`config.mk`:
```
export PLATFORM = sky130hd
export DESIGN_NAME = ber_tlv_header_encoder
export DESIGN_NICKNAME = d
export VERILOG_FILES = /design/src/rtl/core/btlv_pkg.sv /design/src/rtl/core/btlv_front.sv /design/src/rtl/core/btlv_queue.sv /design/src/rtl/core/btlv_back.sv /design/src/rtl/core/ber_tlv_header_encoder.sv
export SDC_FILE = /design/constraint.sdc
export NUM_CORES = 1
export LEC_CHECK = 0
export BUFFER_PORTS_ARGS = -buffer_cell sky130_fd_sc_hd__buf_2
export CORE_ASPECT_RATIO = 1.25
export CORE_UTILIZATION = 45
export DETAILED_ROUTE_END_ITERATION = 8
export SLEW_MARGIN = 30
export SYNTH_ARGS = -nofsm -noshare
export SYNTH_HDL_FRONTEND = slang
export SYNTH_SLANG_ARGS = --single-unit
```
`constraint.sdc`:
```
create_clock -name clk -period 5.1 [get_ports clk]
set_input_delay 0.51 -clock clk [delete_from_list [all_inputs] [get_ports clk]]
set_output_delay 0.51 -clock clk [all_outputs]
set_load 0.01 [all_outputs]
```
`src/rtl/core/btlv_pkg.sv`:
```
// btlv_pkg: shared types and constants of the ber tlv header encoder
// no dependencies; used by every module of the encoder
package btlv_pkg;

  typedef logic [7:0] octet_t;

  localparam int MaxOctets = 6;
  localparam int CountW    = 3;

  localparam logic [2:0] KIND_INTEGER  = 3'd0;
  localparam logic [2:0] KIND_IA5      = 3'd1;
  localparam logic [2:0] KIND_OCTET    = 3'd2;
  localparam logic [2:0] KIND_SEQUENCE = 3'd3;
  localparam logic [2:0] KIND_SET      = 3'd4;
  localparam logic [2:0] KIND_CONTENT  = 3'd5;

  localparam octet_t TAG_INTEGER  = 8'h02;
  localparam octet_t TAG_IA5      = 8'h16;
  localparam octet_t TAG_OCTET    = 8'h04;
  localparam octet_t TAG_SEQUENCE = 8'h30;
  localparam octet_t TAG_SET      = 8'h31;
  localparam octet_t LEN_LONG     = 8'h80;

  // one classified word: octets in send order, index 0 first
  typedef struct packed {
    octet_t [MaxOctets-1:0] octets;
    logic   [CountW-1:0]    count;
  } desc_t;

endpackage

```
`src/rtl/core/btlv_front.sv`:
```
// btlv_front: accepts input words and classifies them into octet descriptors
// depends on btlv_pkg
module btlv_front (
  input  logic                 push,
  output logic                 full,
  input  logic [2:0]           kind,
  input  logic signed [15:0]   int_value,
  input  logic [30:0]          content_length,
  input  logic [7:0]           data_byte,
  input  logic                 q_full,
  output logic                 wr_en,
  output btlv_pkg::desc_t      wr_desc
);

  logic [15:0]          raw;
  logic                 one;
  logic                 known;
  logic [2:0]           nlen;
  btlv_pkg::octet_t     tag;
  btlv_pkg::desc_t      hdr;

  assign raw  = int_value;
  assign one  = (raw <= 16'h007f) || (raw >= 16'hff80);
  assign full = q_full;

  always_comb begin
    if (content_length[30:24] != 7'd0) begin
      nlen = 3'd4;
    end else if (content_length[23:16] != 8'd0) begin
      nlen = 3'd3;
    end else if (content_length[15:8] != 8'd0) begin
      nlen = 3'd2;
    end else begin
      nlen = 3'd1;
    end
  end

  always_comb begin
    hdr = '0;
    hdr.octets[0] = tag;
    if (content_length < 31'd128) begin
      hdr.octets[1] = content_length[7:0];
      hdr.count = 3'd2;
    end else begin
      hdr.octets[1] = btlv_pkg::LEN_LONG | {5'd0, nlen};
      case (nlen)
        3'd1: begin
          hdr.octets[2] = content_length[7:0];
          hdr.count = 3'd3;
        end
        3'd2: begin
          hdr.octets[2] = content_length[15:8];
          hdr.octets[3] = content_length[7:0];
          hdr.count = 3'd4;
        end
        3'd3: begin
          hdr.octets[2] = content_length[23:16];
          hdr.octets[3] = content_length[15:8];
          hdr.octets[4] = content_length[7:0];
          hdr.count = 3'd5;
        end
        default: begin
          hdr.octets[2] = {1'b0, content_length[30:24]};
          hdr.octets[3] = content_length[23:16];
          hdr.octets[4] = content_length[15:8];
          hdr.octets[5] = content_length[7:0];
          hdr.count = 3'd6;
        end
      endcase
    end
  end

  always_comb begin
    tag     = btlv_pkg::TAG_IA5;
    known   = 1'b1;
    wr_desc = '0;
    case (kind)
      btlv_pkg::KIND_INTEGER: begin
        wr_desc.octets[0] = btlv_pkg::TAG_INTEGER;
        if (one) begin
          wr_desc.octets[1] = 8'd1;
          wr_desc.octets[2] = raw[7:0];
          wr_desc.count = 3'd3;
        end else begin
          wr_desc.octets[1] = 8'd2;
          wr_desc.octets[2] = raw[15:8];
          wr_desc.octets[3] = raw[7:0];
          wr_desc.count = 3'd4;
        end
      end
      btlv_pkg::KIND_IA5: begin
        tag = btlv_pkg::TAG_IA5;
        wr_desc = hdr;
      end
      btlv_pkg::KIND_OCTET: begin
        tag = btlv_pkg::TAG_OCTET;
        wr_desc = hdr;
      end
      btlv_pkg::KIND_SEQUENCE: begin
        tag = btlv_pkg::TAG_SEQUENCE;
        wr_desc = hdr;
      end
      btlv_pkg::KIND_SET: begin
        tag = btlv_pkg::TAG_SET;
        wr_desc = hdr;
      end
      btlv_pkg::KIND_CONTENT: begin
        wr_desc.octets[0] = data_byte;
        wr_desc.count = 3'd1;
      end
      default: begin
        known = 1'b0;
      end
    endcase
  end

  // unused kinds are accepted and dropped
  assign wr_en = push && !q_full && known;

endmodule

```
`src/rtl/core/btlv_queue.sv`:
```
// btlv_queue: short descriptor queue between front and back
// depends on btlv_pkg
module btlv_queue #(
  parameter int DEPTH = 4
) (
  input  logic            clk,
  input  logic            rst,
  input  logic            wr_en,
  input  btlv_pkg::desc_t wr_desc,
  output logic            q_full,
  input  logic            rd_en,
  output logic            rd_valid,
  output btlv_pkg::desc_t rd_desc
);

  localparam int AW = (DEPTH > 1) ? $clog2(DEPTH) : 1;
  localparam int CW = $clog2(DEPTH + 1);

  btlv_pkg::desc_t  slots [DEPTH];
  logic [AW-1:0]    wr_ptr;
  logic [AW-1:0]    rd_ptr;
  logic [CW-1:0]    fill;
  logic             do_wr;
  logic             do_rd;

  assign q_full   = (fill == CW'(DEPTH));
  assign rd_valid = (fill != '0);
  assign rd_desc  = slots[rd_ptr];
  assign do_wr    = wr_en && !q_full;
  assign do_rd    = rd_en && rd_valid;

  always_ff @(posedge clk) begin
    if (do_wr) begin
      slots[wr_ptr] <= wr_desc;
    end
  end

  always_ff @(posedge clk) begin
    if (rst) begin
      wr_ptr <= '0;
      rd_ptr <= '0;
      fill   <= '0;
    end else begin
      if (do_wr) begin
        wr_ptr <= (wr_ptr == AW'(DEPTH - 1)) ? '0 : wr_ptr + 1'b1;
      end
      if (do_rd) begin
        rd_ptr <= (rd_ptr == AW'(DEPTH - 1)) ? '0 : rd_ptr + 1'b1;
      end
      if (do_wr && !do_rd) begin
        fill <= fill + 1'b1;
      end else if (do_rd && !do_wr) begin
        fill <= fill - 1'b1;
      end
    end
  end

endmodule

```
`src/rtl/core/btlv_back.sv`:
```
// btlv_back: serialises queued descriptors into octets behind an output register
// depends on btlv_pkg
module btlv_back (
  input  logic             clk,
  input  logic             rst,
  input  logic             rd_valid,
  input  btlv_pkg::desc_t  rd_desc,
  output logic             rd_en,
  output logic             empty,
  input  logic             pop,
  output logic [7:0]       out_byte,
  output logic             last
);

  btlv_pkg::desc_t                 cur;
  logic                            cur_valid;
  logic [btlv_pkg::CountW-1:0]     idx;
  logic                            out_valid;

  logic                            slot_free;
  logic                            emit;
  btlv_pkg::desc_t                 src;
  logic [btlv_pkg::CountW-1:0]     src_idx;
  logic                            src_last;

  assign slot_free = !out_valid || pop;
  assign src       = cur_valid ? cur : rd_desc;
  assign src_idx   = cur_valid ? idx : '0;
  assign src_last  = (src_idx == src.count - 1'b1);
  assign emit      = slot_free && (cur_valid || rd_valid);
  // head leaves the queue when its first octet goes out
  assign rd_en     = emit && !cur_valid;
  assign empty     = !out_valid;

  always_ff @(posedge clk) begin
    if (emit) begin
      out_byte <= src.octets[src_idx];
      last     <= src_last;
    end
    if (rd_en && !src_last) begin
      cur <= rd_desc;
    end
  end

  always_ff @(posedge clk) begin
    if (rst) begin
      out_valid <= 1'b0;
      cur_valid <= 1'b0;
      idx       <= '0;
    end else begin
      if (emit) begin
        out_valid <= 1'b1;
      end else if (pop) begin
        out_valid <= 1'b0;
      end
      if (emit) begin
        cur_valid <= !src_last;
        idx       <= src_idx + 1'b1;
      end
    end
  end

endmodule

```
`src/rtl/core/ber_tlv_header_encoder.sv`:
```
// ber_tlv_header_encoder: top level of the asn.1 ber tlv encoder
// depends on btlv_pkg, btlv_front, btlv_queue, btlv_back
//
// Each input word (integer, ia5/octet/sequence/set header or content byte)
// becomes one to six BER octets on out_byte, with last set on its final
// octet. Content bytes stream at one word per cycle while pop frees the
// output register; an integer gives three or four octets, a header two
// to six, through the single output register of the back end. Input words
// are classified into a DEPTH-entry descriptor queue so that input keeps
// flowing while a long header drains. Kinds 6 and 7 are taken and dropped.
module ber_tlv_header_encoder #(
  parameter int DEPTH = 4
) (
  input  logic                clk,
  input  logic                rst,
  input  logic                push,
  output logic                full,
  input  logic [2:0]          kind,
  input  logic signed [15:0]  int_value,
  input  logic [30:0]         content_length,
  input  logic [7:0]          data_byte,
  output logic                empty,
  input  logic                pop,
  output logic [7:0]          out_byte,
  output logic                last
);

  logic             q_full;
  logic             wr_en;
  btlv_pkg::desc_t  wr_desc;
  logic             rd_en;
  logic             rd_valid;
  btlv_pkg::desc_t  rd_desc;

  btlv_front u_front (
    .push           (push),
    .full           (full),
    .kind           (kind),
    .int_value      (int_value),
    .content_length (content_length),
    .data_byte      (data_byte),
    .q_full         (q_full),
    .wr_en          (wr_en),
    .wr_desc        (wr_desc)
  );

  btlv_queue #(
    .DEPTH (DEPTH)
  ) u_queue (
    .clk      (clk),
    .rst      (rst),
    .wr_en    (wr_en),
    .wr_desc  (wr_desc),
    .q_full   (q_full),
    .rd_en    (rd_en),
    .rd_valid (rd_valid),
    .rd_desc  (rd_desc)
  );

  btlv_back u_back (
    .clk      (clk),
    .rst      (rst),
    .rd_valid (rd_valid),
    .rd_desc  (rd_desc),
    .rd_en    (rd_en),
    .empty    (empty),
    .pop      (pop),
    .out_byte (out_byte),
    .last     (last)
  );

endmodule

```
# After elaboration in Yosys (flattened, before gate mapping)
# Memories as Yosys holds them, arrays and structs flattened. A register that Yosys moved wholly into a read port is not among the register bits.
# Index checks and enable logic that the tools add are counted.
# word_totals
reg_bits	72
mem_bits_rw	204
inputBits	62
elab_cells	100
mem_count	1
# classes
add_sub_neg	6
order_cmp	4
n_eq_ne	12
muxes	33
n_reduce_logical	29
# memory_table
name	depth	width	read_ports	rd_clocked_by_memory_dff	wr	line_no	rtl
u_queue.slots	4	51	1	1	1	btlv_queue.sv:19	btlv_pkg::desc_t slots [DEPTH];
# ops
op	count
two-way mux 51 bit	1
one-hot mux 24 bit (2 select lines)	1
one-hot mux 8 bit (3 select lines)	2
one-hot mux 11 bit (3 select lines)	1
two-way mux 16 bit	2
two-way mux 32 bit	1
two-way mux 8 bit	4
less-than comparator 31 x 8 -> 1 bit (second input constant)	1
binary-select mux 8 bit (select 3 bit)	1
two-way mux 3 bit	7
one-hot mux 6 bit (3 select lines)	1
greater-or-equal comparator 16 bit (second input constant)	1
<= comparator 16 x 7 -> 1 bit (second input constant)	1
one-hot mux 8 bit (2 select lines)	1
nonzero test 8 bit	2
equality test 3 x 2 -> 1 bit (second input constant)	4
two-way mux 2 bit	5
equality test 3 bit (second input constant)	3
logical AND 1 bit	9
one-hot mux 3 bit (3 select lines)	1
nonzero test 7 bit	1
adder 3 x 1 -> 3 bit (second input constant)	2
equality test 3 x 1 -> 1 bit (second input constant)	2
logical NOT 1 bit	6
other kinds (14)	24

# Longest topological paths before layout
# depth
word_depth	9
ltp_mapped	12
mapped_depth_nobuf	10

# Hierarchy
# From an unflattened synthesis, not the netlist that was laid out.
# hier_totals
hier_cells	677
hier_area_um2	11717.5
# modules_own_cells
module	n_inst	cells_per_inst	area_each_um2	seq_area_each_um2
btlv_queue	1	317	7848.8	6306.0
btlv_back	1	160	2647.5	1901.8
btlv_front	1	200	1221.2	0.0

# Worst setup path before layout
# OpenSTA, ideal clock, no wires.
# synth_timing
path_kind	register to register
from	register (tool-made name)
to	register u_back.cur[0] (netlist name), enable pin
setup_ns	0.460
arrival_time_ns	4.106
required_time_ns	4.640
slack_ns	0.534
path_stages_with_launch	10
n_path_buf	2
period_less_slack_ns	4.566
path_cell_list	dfxtp_1 buf_2 buf_2 mux4_2 mux2i_1 ha_1 xor2_1 nand3_1 a21oi_2 nor2_1
# synth_lines
item	line_no	rtl
end signal, assigned	btlv_back.sv:41	cur <= rd_desc;
end, declared	btlv_back.sv:15	btlv_pkg::desc_t cur;

# Worst setup path in the final report
# layout_timing
from	register u_back.cur_valid
to	register u_back.cur[41] (netlist name), enable pin
# layout_between
elab_chain_len	5
elab_cells_between_ends	10
# layout_rtl
item	line_no	rtl
start, declared	btlv_back.sv:16	logic cur_valid;
start signal, assigned	btlv_back.sv:57	cur_valid <= !src_last;
two-way mux 51 bit	btlv_back.sv:27	assign src = cur_valid ? cur : rd_desc;
subtractor 3 x 1 -> 3 bit	btlv_back.sv:29	assign src_last = (src_idx == src.count - 1'b1);
equality test 3 bit (*)	btlv_back.sv:29	
named net u_back.src_last	btlv_back.sv:24	logic src_last;
logical NOT 1 bit (*)	btlv_back.sv:40	if (rd_en && !src_last) begin
logical AND 1 bit (*)	btlv_back.sv:40	
# Mark *: on every way through the listed nets, which the timed path passes. The rest lies on a longest branch.
# A chain may end at the register's enable or synchronous reset.

==> impl_results.rst <==
.. list-table::
   :header-rows: 1

   * - Metric
     - Value
   * - Signed area change from the synthesized netlist to the final layout
     - 14.3%
   * - Worst reg2reg path depth
     - 8
   * - Post-Place Setup Slack
     - 2100 ps
   * - Total Neg Setup Slack
     - 0 ps
   * - Yosys synthesis warning count
     - 0
   * - Number of flops mapped to enable cells by yosys
     - 264
   * - Final worst-path cycle share
     - 58.2%
   * - Count of buffers from port buffering
     - 72
   * - Startpoint Class
     - register
   * - Fillers
     - 2102
   * - Number of cells in the design after placement
     - 1035
   * - Maximum count of clock buffers along a single path
     - 3
   * - Number of hold-repair buffers added at the cts stage
     - 0
   * - Number of setup buffers added after CTS
     - 0
   * - Endpoint arrival time on the critical path
     - 3130 ps
   * - Number of top-level pins
     - 73
   * - Vertical die dimension
     - 181 um
   * - Crit path buffers/inverters
     - 2
   * - Number of cell rows
     - 65
   * - Net switching power figure
     - roughly 1.9 mW
   * - Biggest area consumer among synthesized cells
     - edfxtp_1
   * - Worst Skew
     - 21.7 ps
   * - Clock input transition at the sequential cells of the worst setup and hold paths
     - 60 ps
   * - Async S/R FF share, synth
     - 0%
   * - Library cell with the highest instance count after synthesis
     - edfxtp_1
   * - Largest vdd supply drop
     - 280 uV
   * - Logic depth of the worst setup path including buffers
     - 8
   * - Kind of critical path
     - register to register
   * - Pwr/cell area
     - 521 nW/um^2
   * - Int Power
     - 4.98 mW
   * - Syn Area/Cell
     - approximately 17 um^2
   * - Setup-violating endpoint count in the final report
     - 0
   * - Leakage power
     - 4.47 nW
   * - Setup repair after global routing missed its margin
     - no
   * - Summed instance area of the synthesized netlist
     - 11500 um^2
   * - Kind of end point of the critical path
     - register
   * - CTS tree
     - yes
   * - Max Fanout on Critical Path
     - 51
   * - Count of different cell masters after synthesis
     - 52
   * - Cells traversed along the worst timing path
     - inv_1, mux2i_1, ha_1, xor2_1, nand3_1, a21oi_2, nor2_4, buf_4
   * - Root cell of the clock tree
     - clkbuf_16
   * - Grt ovf
     - 0
   * - Status
     - finished clean
   * - Placed wire-length estimate after detailed placement
     - ~17000 um
   * - Vias after detailed routing
     - 6302
   * - Final hold violation count
     - 0
   * - Die X
     - 145 um
   * - Fraction of power consumed by the clock network
     - 31.3%
   * - Number of vias per cell after detailed routing
     - 5.81
   * - Antenna fix cells
     - 0
   * - Yosys reg bits
     - between 200 and 300
   * - Final routed DRC violation total
     - 0
   * - Routed length per instance
     - around 23 um
   * - CTS HTree Levels
     - 1
   * - Worst path max stage delay
     - 690 ps
   * - Effective utilization at floorplan
     - 45.8%
   * - Data required time at the worst endpoint
     - 5260 ps
   * - Largest cells by area after synthesis
     - edfxtp_1 69%, mux4_2 10%, mux2i_1 3.2%
   * - Net Count, Synth
     - 732
   * - Maximum operating frequency
     - roughly 340 MHz
   * - Critical path's slowest cell
     - dfxtp_1
   * - Max Transition Viols Final
     - 0
   * - Max capacitance violation total
     - 0
   * - Top delay family on crit path
     - buffers and inverters
   * - Power Total
     - 6.87 mW
   * - Core region area
     - 25200 um^2
   * - Hold/Removal Path Class
     - input pin to register
   * - Drt pass-1 iters
     - 4
   * - Vias in the first global route
     - 6582
   * - Hold Path Cell Cnt
     - 2
   * - Main flop type after synthesis
     - edfxtp_1
   * - Maximum number of pins on one net before global-route repair
     - between 50 and 60
   * - Total clock buffers created by CTS
     - 27
   * - Switching share of total power
     - 27.4%
   * - Synth top area share
     - 68.7%
   * - Final #Nets
     - 800
   * - Post-synthesis cell count
     - 661
   * - Number of cells in the finished layout apart from fillers
     - 1085
   * - Clock insertion delay at the later pin of the skew report
     - roughly 540 ps
   * - Share of cells above drive strength 1
     - 26.1%
   * - Total wire length
     - 25300 um
   * - Number of DRC markers after the initial detailed-route iteration
     - 451
   * - Actual slew at the worst max-slew pin
     - 911 ps
   * - ANT nets after route
     - 0
   * - Combinational share of power
     - 21.2%
   * - Antenna violations before repair
     - 1
   * - Num Clock Sinks
     - 278
   * - Part of the Yosys area used for sequential elements
     - a little under three quarters
   * - Setup ws final
     - 2130 ps
   * - Full die area
     - around 26000 um^2
   * - Global-route usage over all layers
     - between 15 and 20%
   * - Sequential fraction of design power
     - 47.4%
   * - Most frequent cells after synthesis
     - 264 x edfxtp_1, 51 x mux4_2, 37 x mux2i_1, 32 x nand2_1, 29 x nor2_1
   * - Minimum period implied by the final worst setup slack
     - 2970 ps
   * - Worst slew margin
     - 39.1%
   * - Post-CTS Resized
     - 0
   * - Weighted congestion at the end of routability-driven global placement
     - 0.900
   * - Global-route wire length before repair
     - slightly below 40000 um
==> routing by layer <==
metal  part of all wire, %  global-route usage (%)
met5                 0.044                       0
met3                   4.7                    3.01
met1                    42                    25.4
met2                    50                    33.4
met4                   3.2                    7.24
==> cell families (layout without fill, tap and decap cells) <==
family          count (synthesis)  count (layout)  synth area share (%)
buf+inv                        48             137                  1.77
simple gates                  129             129                  5.91
compound gates                100             100                  6.27
xor+xnor                        7               7                 0.531
fa+ha+maj                       9               9                  1.04
flops                         278             278                  71.1
mux                            90              90                  13.4
==> worst register-to-register path, stage by stage (launching register included) <==
cell and delay (ps):
dfxtp_1 690, inv_1 370, mux2i_1 210, ha_1 350
xor2_1 150, nand3_1 100, a21oi_2 100, nor2_4 70
buf_4 540
==> registers in the layout, indices dropped and copies added (netlist names), named ones only <==
| register | count |
|---|---|
| u_queue.slots | 204 |
| u_back.out_byte | 8 |
| u_queue.rd_ptr | 2 |
| u_back.cur | 51 |
| u_back.idx | 3 |
| u_back.cur_valid | 1 |
| u_back.last | 1 |
| u_queue.wr_ptr | 2 |
| u_queue.fill | 3 |
| u_back.out_valid | 1 |
==> cell type report <==
type / instances / area [um^2] / share of cell area [%]
sequential: 278 / 8210 / 62.3
multi-input combinational: 335 / 3150 / 23.8
clock buffer: 30 / 707 / 5.36
tap: 335 / 419 / 3.18
timing repair buffer: 76 / 390 / 2.96
clock inverter: 20 / 273 / 2.07
inverter: 11 / 41.3 / 0.313
==> layout by cell type (no fill, tap or decap), types with 12 or more instances in the layout <==
cell type,n
dfxtp_1,12
mux2i_1,37
o21ai_0,26
mux4_2,51
edfxtp_1,264
buf_2,72
nor2_1,28
nand2_1,32
a21oi_1,13
clkbuf_16,27
a22oi_1,27
==> metrics by stage <==
| stage | util, % | hold slack (ps) | cell area (um^2) |
|---|---|---|---|
| 2_1_floorplan | - | 466 | 11500 |
| 3_3_place_gp | 48.4 | 489 | 12200 |
| 3_5_place_dp | 48.4 | 511 | 12200 |
| 4_1_cts | 52.3 | 309 | 13200 |
| 5_1_grt | 52.3 | 321 | 13200 |
| 6_report | 52.3 | 320 | 13200 |
==> worst paths after layout <==
check / endpoint / startpoint / slack, ps
max: u_back.cur[41]$_DFFE_PP_ / u_back.cur_valid$_SDFFE_PP0N_ / 2130
min reg2reg: u_queue.fill[2]$_SDFFE_PP0P_ / u_queue.fill[2]$_SDFFE_PP0P_ / 510
max reg2reg: u_back.cur[41]$_DFFE_PP_ / u_back.cur_valid$_SDFFE_PP0N_ / 2130
min: u_back.idx[2]$_SDFFE_PP0N_ / rst / 320
==> power by group through the flow <==
stage | logic, mW | registers, mW | clock network (mW)
floorplan | 1.04 | 3.25 | 0
global placement | 1.47 | 3.30 | 0
detailed placement | 1.50 | 3.32 | 0
CTS | 1.50 | 3.27 | 2.18
global route | 1.60 | 3.30 | 2.27
finish | 1.46 | 3.26 | 2.15
(Power assumes the default switching activity.)
